===== src/hdl/mfb_pkg.sv =====
// shared constants, types and helpers for the monochrome frame buffer rectangle fill
package mfb_pkg;

  // screen geometry
  localparam int SCREEN_WIDTH  = 144;
  localparam int SCREEN_HEIGHT = 168;
  localparam int ROW_STRIDE    = 20;
  localparam int FRAME_BYTES   = SCREEN_HEIGHT * ROW_STRIDE;

  // derived widths
  localparam int MEM_AW = $clog2(FRAME_BYTES + 1);
  localparam int X_W    = $clog2(SCREEN_WIDTH + 1);
  localparam int Y_W    = $clog2(SCREEN_HEIGHT + 1);
  localparam int COL_W  = $clog2((SCREEN_WIDTH >> 3) + ROW_STRIDE + 1);

  // last byte column that a fill may touch
  localparam int LAST_COL = ROW_STRIDE - 2;

  // configuration register indexes
  localparam int CFG_IDX_W = 4;
  localparam logic [CFG_IDX_W-1:0] CFG_GREY_EVEN = CFG_IDX_W'(0);
  localparam logic [CFG_IDX_W-1:0] CFG_GREY_ODD  = CFG_IDX_W'(1);

  // register reset values
  localparam logic [7:0] GREY_EVEN_RST = 8'd170;
  localparam logic [7:0] GREY_ODD_RST  = 8'd85;

  // colour codes and fill bytes
  localparam logic [7:0] COLOR_MODE_MASK = 8'hC0;
  localparam logic [7:0] COLOR_BLACK     = 8'hC0;
  localparam logic [7:0] COLOR_WHITE     = 8'hFF;
  localparam logic [7:0] PAT_BLACK       = 8'h00;
  localparam logic [7:0] PAT_WHITE       = 8'hFF;
  localparam logic [7:0] MASK_FULL       = 8'hFF;

  // opcodes
  localparam logic OP_FILL = 1'b0;
  localparam logic OP_READ = 1'b1;

  // one input beat
  typedef struct packed {
    logic               opcode;
    logic signed [15:0] rect_left;
    logic signed [15:0] rect_top;
    logic signed [15:0] rect_width;
    logic signed [15:0] rect_height;
    logic [7:0]         fill_color;
    logic [11:0]        read_address;
  } in_item_t;

  // controller to datapath commands
  typedef struct packed {
    logic clr_step;
    logic capture;
    logic clip;
    logic setup;
    logic fill_step;
    logic out_load;
  } cmd_t;

  // datapath to controller status
  typedef struct packed {
    logic clr_last;
    logic is_read;
    logic empty;
    logic fill_last;
    logic out_busy;
  } status_t;

  // clamp a 17-bit signed edge into 0..hi
  function automatic logic [15:0] clamp_edge(input logic signed [16:0] v, input int hi);
    logic [15:0] res;
    if (v < 0) begin
      res = 16'd0;
    end else if (v > hi) begin
      res = 16'(hi);
    end else begin
      res = v[15:0];
    end
    return res;
  endfunction

endpackage


===== src/hdl/mfb_ctrl.sv =====
// controller state machine: sequences clear pass, fill walk and byte read
module mfb_ctrl (
  input  logic             clk,
  input  logic             rst_n,
  input  logic             in_valid,
  output logic             in_ready,
  output mfb_pkg::cmd_t    cmd,
  input  mfb_pkg::status_t status
);
  import mfb_pkg::*;

  typedef enum logic [7:0] {
    ST_CLEAR = 8'b0000_0001,
    ST_IDLE  = 8'b0000_0010,
    ST_CLIP  = 8'b0000_0100,
    ST_SETUP = 8'b0000_1000,
    ST_FILL  = 8'b0001_0000,
    ST_FLUSH = 8'b0010_0000,
    ST_RD    = 8'b0100_0000,
    ST_RDOUT = 8'b1000_0000
  } state_t;

  state_t state_r, state_nxt;

  // state register
  always_ff @(posedge clk) begin
    if (!rst_n) begin
      state_r <= ST_CLEAR;
    end else begin
      state_r <= state_nxt;
    end
  end

  assign in_ready = (state_r == ST_IDLE);

  // next state and commands
  always_comb begin
    state_nxt = state_r;
    cmd       = '0;
    case (state_r)
      ST_CLEAR: begin
        cmd.clr_step = 1'b1;
        if (status.clr_last) begin
          state_nxt = ST_IDLE;
        end
      end
      ST_IDLE: begin
        if (in_valid) begin
          cmd.capture = 1'b1;
          state_nxt   = ST_CLIP;
        end
      end
      ST_CLIP: begin
        if (status.is_read) begin
          state_nxt = ST_RD;
        end else begin
          cmd.clip  = 1'b1;
          state_nxt = ST_SETUP;
        end
      end
      ST_SETUP: begin
        if (status.empty) begin
          state_nxt = ST_IDLE;
        end else begin
          cmd.setup = 1'b1;
          state_nxt = ST_FILL;
        end
      end
      ST_FILL: begin
        cmd.fill_step = 1'b1;
        if (status.fill_last) begin
          state_nxt = ST_FLUSH;
        end
      end
      ST_FLUSH: begin
        // last merge lands in the store this cycle
        state_nxt = ST_IDLE;
      end
      ST_RD: begin
        state_nxt = ST_RDOUT;
      end
      ST_RDOUT: begin
        if (!status.out_busy) begin
          cmd.out_load = 1'b1;
          state_nxt    = ST_IDLE;
        end
      end
      default: begin
        state_nxt = ST_CLEAR;
      end
    endcase
  end

endmodule


===== config.mk =====
export PLATFORM = sky130hd
export DESIGN_NAME = mfb_ctrl
export DESIGN_NICKNAME = d
export VERILOG_FILES = /design/src/hdl/mfb_pkg.sv /design/src/hdl/mfb_ctrl.sv
export SDC_FILE = /design/constraint.sdc
export NUM_CORES = 1
export LEC_CHECK = 0
export ABC_CLOCK_PERIOD_IN_PS = 4360
export BUFFER_PORTS_ARGS = -buffer_cell sky130_fd_sc_hd__buf_4
export CORE_AREA = 2 2 39 41
export DETAILED_ROUTE_END_ITERATION = 8
export DIE_AREA = 0 0 41 43
export GPL_TIMING_DRIVEN = 0
export HOLD_SLACK_MARGIN = 0.1
export PLACE_DENSITY = 0.62
export SLEW_MARGIN = 10
export SYNTH_ARGS = -nofsm -noshare
export SYNTH_HDL_FRONTEND = slang
export SYNTH_SLANG_ARGS = --single-unit

===== constraint.sdc =====
create_clock -name clk -period 4.36 [get_ports clk]
set_input_delay 1.308 -clock clk [delete_from_list [all_inputs] [get_ports clk]]
set_output_delay 1.308 -clock clk [all_outputs]
set_load 0.02 [all_outputs]

Word level (Yosys, flattened, before mapping):

Index checks and enable logic that the tools add are counted.

* bitwise logic cells: 0
* div/mod/pow operators: 0
* add/sub/neg operators: 0
* shifts and indexed selects: 0
* reduce and logical (&&, ||, !) cells: 1
* equality and inequality tests: 12
* order comparisons: 0
* $mul: 0
* muxes and demuxes: 17

Operators by type and width (number)
* $pmux W8 S8: 1
* $mux W8: 4
* $mux W1: 10
* $eq A8 B1 Y1 const B: 1
* $eq A8 B2 Y1 const B: 1
* $eq A8 B3 Y1 const B: 1
* $eq A8 B4 Y1 const B: 1
* $eq A8 B5 Y1 const B: 1
* $eq A8 B6 Y1 const B: 1
* $eq A8 B7 Y1 const B: 1
* $eq A8 B8 Y1 const B: 1
* $ne A2 B2 Y1 const B: 4
* $mux W7: 1
* $mux W5: 1
* $reduce_and A4 Y1: 1

* bits in read-only memories: 0
* output and inout port bits: 7
* logic and storage cells: 31
* RAM bits: 0
* latch bits: 0
* register bits after elaboration: 8
* input port bits: 8
* memories: 0

Depth between registers and ports, before layout:

Gate-level depths: netlist of the first run.

* depth in word-level cells: 3
* mapped depth: 6
* depth with buffers taken out: 5

Least setup slack after synthesis of the first run:

OpenSTA, ideal clock, no wires.

* path type: input-to-output
* from: in status[0] in the netlist's numbering
* to: out cmd[0] in the netlist's numbering
* arrival time: 1.903 ns
* path buffers: 0
* slack: 1.149 ns
* cell stages on the path: 2
* data required time: 3.052 ns
* path through: nand3b_1 > nor3_1

RTL lines
* start, declared: RTL line mfb_ctrl.sv:8 `input mfb_pkg::status_t status`
* end, declared: RTL line mfb_ctrl.sv:7 `output mfb_pkg::cmd_t cmd,`

==> qor.csv, run 1 <==
metric,value,unit
Synth Cell Area,503,um^2
First-pass DRT Iterations,4,
top flop regs,state_r x8,
worst skew pair latency,0.26,ns
Leakage,0.283,nW
"slowest stage cell, crit path",nor4_1,
Post-route DRC,0,
Slew HR,0.562,
DR WL/cell,11.9,um
Power Internal,0.135,mW
Max Fclk,311,MHz
critical path cell sequence,buf_6 > nor4_1 > and4b_2 > nand2_1 > inv_1 > buf_4,
Worst Setup End Kind,output port,
input/output buffers,14,
"Most flops, register",state_r,
die area,1760,um^2
Mapped Avg Cell Area,8.98,um^2
Mapped Cells,56,
Chip Width,41,um
layout cells sized above 1,0.356,
number of synthesis warnings,0,
register area share after synthesis,0.318,
clock-pin transition on the worst setup and hold timing paths,0.05,ns
Worst R2R Setup Slack,2.49,ns
Layout area overhead,29.4,%
Power Dens Cells,298,nW/um^2
NumNets Final,83,
Hold Path Origin,state_r[1],
Via density,5.29,
Reg power frac,0.421,
Die Height,43,um
fin crit period,3.22,ns
clk root buf,clkbuf_4,
Synth top area share,0.318,
ANT cells,0,
Netlist cell types,30,
XOR/XNOR share of the synthesized area,0.0522,
reg2reg end,state_r[1],
RD Place Congestion,0.791,
initial core utilization,0.363,
# setup viols final,0,
CORE AREA,1380,um^2
Adder-Cell Fraction of Synth Area,0,
post-detailed-route count of antenna-violating nets,0,
status,finished clean,
worst hold path class,reg -> reg,
initial antenna violation count,0,
RSZ-0062 raised after global routing,false,
Worst Tran Pin Value,0.651,ns
switching pwr,0.0593,mW
Yosys reg bits,8,
largest net degree at the start of global routing,9,
global-route wire length before repair,1.77,mm
ranking of synthesized cells by area,"dfxtp_1 32%, nor4_1 6.2%, buf_6 4.5%",
final period utilization,0.738,
I/O Pins,15,
hold bufs inserted after CTS,0,
GRT Total Usage,0.156,
setup TNS,0,ns
Hold Crit Depth,2,
CTS tree,done,
Final Hold Fails,0,
Switching Share,0.306,
Vias,471,
Layout fillers,149,
initial DRC count,13,
Bufs on Longest Clock Path,2,
Max Clock Skew,0.00164,ns
Compound-Gate Fraction of Synth Area,0.117,
Reg2Reg Depth,5,
maximum level of the CTS H-tree,1,
Critical Path Max Stage Delay,0.59,ns
Yosys top cell by area,dfxtp_1,
Setup Crit Path Kind,reg -> out,
Design Power,0.194,mW
buffer count from post-CTS setup fixing,0,
Num CTS Buffers,3,
max cap viols,0,
final WL,1.06,mm
max FFs per register,8,
post-DP HPWL,816,um
R2R Path Start,state_r[7],
VDD IR max,153,uV
Hold Crit Endpoint,state_r[7],
Crit path required time,3.05,ns
GRT overflow,0,
Post-CTS Resized,0,
vias in the first global route,448,
"Net Count, Synth",64,
critical path peak fanout,7,
max-slew violations,0,
combinational power share,0.278,
Rows,14,
clock network power share,0.300,
largest family of logic cells by synthesized area,simple AND/OR/NAND/NOR gates,
Post-Synth Simple-Gate Area,0.418,
WP data arrival,1.91,ns
CP startpoint kind,register,
mux contribution to synthesized area,0.0199,
Storage cell area,160,um^2
multi-input logic area,305,um^2
clock sinks,8,
## power by group through the flow
stage,clock [mW],combinational (mW),sequential [mW]
floorplan,0,0.0353,0.0823
global placement,0,0.0537,0.0831
detailed placement,0,0.0539,0.0832
CTS,0.0616,0.0541,0.0816
global route,0.0641,0.0592,0.0824
finish,0.0582,0.0539,0.0817
## stage by stage
step                      std cells  setup WS, ns  utilization  cell area (um^2)  hold slack [ns]
after CTS                        89          1.14        0.470               651            0.611
after global placement           86          1.19        0.454               628            0.607
after detailed placement         86          1.17        0.454               628            0.606
after global routing             89          1.03        0.470               651            0.650
after floorplan                  56          1.15            -               503            0.556
final                            89          1.14        0.470               651            0.612
## cells in the mapped netlist (all sizes together)
cell type,number
and2b,2
dfxtp,8
or4,3
nor4,5
o21ai,1
nor2b,1
o2bb2ai,1
nor2,6
and4b,2
nand4b,2
xor2,1
xnor2,2
o221ai,1
and3,1
nand3b,2
mux2i,1
or3,1
o21a,2
a21o,1
nand2,2
or2b,1
inv,4
nor3,3
buf,2
a211oi,1
## final cells by class
class	count	share of cell area
multi-input cells	42	0.469
well taps	16	0.0308
flip-flops and latches	8	0.246
inverters	4	0.0231
clock buffers	3	0.0346
repair buffers	14	0.162
plain buffers	2	0.0346
## how the worst max path moves through the flow
stage | from | endpoint
2_1_floorplan | status[0] | cmd[0]
3_3_place_gp | status[0] | cmd[0]
3_5_place_dp | status[0] | cmd[0]
4_1_cts | state_r[0] | cmd[1]
5_1_grt | state_r[7] | cmd[4]
6_report | state_r[7] | cmd[4]
## metal layers
| metal | track usage | vias to the layer above | wire, um |
|---|---|---|---|
| met5 | 0 | - | 0 |
| met4 | 0.120 | 0 | 40 |
| met3 | 0.0471 | 5 | 45 |
| met2 | 0.209 | 12 | 475 |
| met1 | 0.197 | 213 | 501 |
| li1 | - | 241 | - |
## critical path: cells and delay by family, from the launching register on
kind,cells,cell delay (ns)
buffers and inverters,3,0.31
and+or+nand+nor,3,1.04
DFF,1,0.30
## placed cells by master, fill, tap and decap left out, types with 3 or more instances in the layout
cell | Yosys | final
buf_4 | 0 | 14
inv_1 | 4 | 4
clkbuf_4 | 0 | 3
dfxtp_1 | 8 | 8
nor4_1 | 5 | 5
nor2_1 | 5 | 5
## cells by family (layout without fill, tap and decap cells)
logic type             Yosys count  count (layout)
AO/OA/AOI/OAI                    7               7
XOR/XNOR                         3               3
buffers and inverters            6              23
flip-flops                       8               8
multiplexers                     1               1
AND/OR/NAND/NOR                 31              31
(Power assumes the default switching activity.)
==> run 2, diff against run 1 <==
Settings changed: ABC_CLOCK_PERIOD_IN_PS 4360 to 2850, PLACE_DENSITY 0.62 to 0.64.
Clock period 4.36 ns to 2.85 ns, I/O delays scaled along.
==> qor.csv, run 2 (synthesis gave the netlist of run 1 again) <==
metric,value,unit,change
status,finished clean,,
Chip Width,41,um,unchanged
max cap viols,0,,unchanged
post-detailed-route count of antenna-violating nets,0,,unchanged
Leakage,0.284,nW,+0.55%
R2R Path Start,state_r[0],,
origin of the worst setup path,state_r[0],,
clk root buf,clkbuf_4,,
ANT cells,0,,unchanged
Worst Setup End Kind,output port,,
RD Place Congestion,0.842,,+6.4%
final period utilization,0.965,,
Max Clock Skew,0.00185,ns,+0.000206 ns
largest net degree at the start of global routing,9,,unchanged
I/O Pins,15,,unchanged
GRT overflow,0,,unchanged
RSZ-0062 raised after global routing,false,,
reg2reg end,state_r[1],,
Final WS setup,0.101,ns,-1.04 ns
CTS tree,done,,
Reg2Reg Depth,4,,-1
most frequent cells in the layout,"14 x buf_4, 8 x dfxtp_1, 5 x nor2_1",,
post-DP HPWL,824,um,+1.0%
Crit path required time,2.00,ns,-1.05 ns
die area,1760,um^2,unchanged
GRT Total Usage,0.154,,-0.00201
initial antenna violation count,0,,unchanged
CP startpoint kind,register,,
Num CTS Buffers,3,,unchanged
clock sinks,8,,unchanged
Final Hold Fails,0,,unchanged
vias in the first global route,426,,-4.9%
final std cells w/o fill,89,,unchanged
Max Fclk,364,MHz,
initial core utilization,0.363,,unchanged
CP Capture Point,cmd[1],,
top flop regs,state_r x8,,
max-slew violations,0,,unchanged
Slew HR,0.716,,+0.154
post-route cell area,657,um^2,+0.96%
Layout fillers,148,,-0.67%
max FFs per register,8,,unchanged
Via density,5.26,,-0.64%
Bufs on Longest Clock Path,2,,unchanged
worst skew pair latency,0.25,ns,about the same
maximum level of the CTS H-tree,1,,unchanged
multi-input logic area,312,um^2,+2.0%
Post-route DRC,0,,unchanged
input/output buffers,14,,unchanged
Layout area overhead,30.6,%,
Worst R2R Setup Slack,1.08,ns,-1.41 ns
layout cells sized above 1,0.370,,+0.0137
WP data arrival,1.89,ns,-0.02 ns
pre-CTS setup slack,0.356,ns,-0.814 ns
Layout Utilization,0.475,,+0.00452
Rows,14,,unchanged
Storage cell area,160,um^2,unchanged
VDD IR max,263,uV,+72%
"Cell Area, Placed",628,um^2,unchanged
Vias,468,,-0.64%
NumNets Final,83,,unchanged
Worst Tran Pin Value,0.423,ns,-0.228 ns
Die Height,43,um,unchanged
"commonest non-fill, non-tap cell in the layout",buf_4,,
setup TNS,0,ns,unchanged
Setup Crit Path Kind,reg -> out,,
"Most flops, register",state_r,,
clock-pin transition on the worst setup and hold timing paths,0.06,ns,about the same
Power Dens Cells,449,nW/um^2,+51%
CORE AREA,1380,um^2,unchanged
global-route wire length before repair,1.77,mm,unchanged
initial DRC count,16,,+3
# setup viols final,0,,unchanged
worst hold path class,reg -> reg,,
DR WL/cell,12.4,um,+4.3%
First-pass DRT Iterations,4,,unchanged
final WL,1.11,mm,+4.3%
cell count after placement,86,,unchanged
fin crit period,2.75,ns,
Hold Path Origin,state_r[1],,
critical path peak fanout,6,,-1
hold bufs inserted after CTS,0,,unchanged
==> run 2: worst min path at each step <==
stage,to,slack [ns],cells past startpoint
after global routing,state_r[7],0.65,2
after detailed placement,state_r[7],0.61,2
after floorplan,state_r[3],0.56,2
after global placement,state_r[7],0.60,2
after CTS,state_r[7],0.62,2
final,state_r[7],0.62,2
==> run 2: where the power goes <==
part           switching (mW)  total, mW  leakage (nW)  internal (mW)
combinational          0.0441     0.0827         0.205         0.0386
clock                  0.0385     0.0868        0.0138         0.0482
sequential            0.00650      0.125        0.0650          0.119
==> run 2: through the flow <==
stage / hold WS, ns / power (mW)
after CTS: 0.618 / 0.300
after global routing: 0.654 / 0.317
final: 0.623 / 0.295
after floorplan: 0.556 / 0.180
after global placement: 0.605 / 0.210
after detailed placement: 0.614 / 0.210
==> run 2: critical path: stages, from the launching register on <==
cell and delay [ns]:
dfxtp_1 0.33, or4_4 0.58, or4_4 0.53, inv_1 0.07, buf_4 0.13
==> run 2: cell type report <==
| class | instances | area share |
|---|---|---|
| plain buffers | 2 | 0.0343 |
| clock buffers | 3 | 0.0343 |
| inverters | 4 | 0.0229 |
| multi-input cells | 42 | 0.474 |
| flip-flops and latches | 8 | 0.244 |
| well taps | 16 | 0.0305 |
| repair buffers | 14 | 0.160 |
==> run 2: metal layers <==
metal | track usage | share of wire | vias up
met1 | 0.204 | 0.47 | 203
li1 | - | - | 243
met3 | 0.0471 | 0.093 | 2
met5 | 0 | 0 | -
met2 | 0.206 | 0.43 | 20
met4 | 0.100 | 0.0090 | 0
==> run 2: timing repair <==
| action | CTS | global route |
|---|---|---|
| resized for setup | 0 | 1 |
| setup buffers | 0 | 0 |
| endpoints found under the setup margin | 0 | 4 |
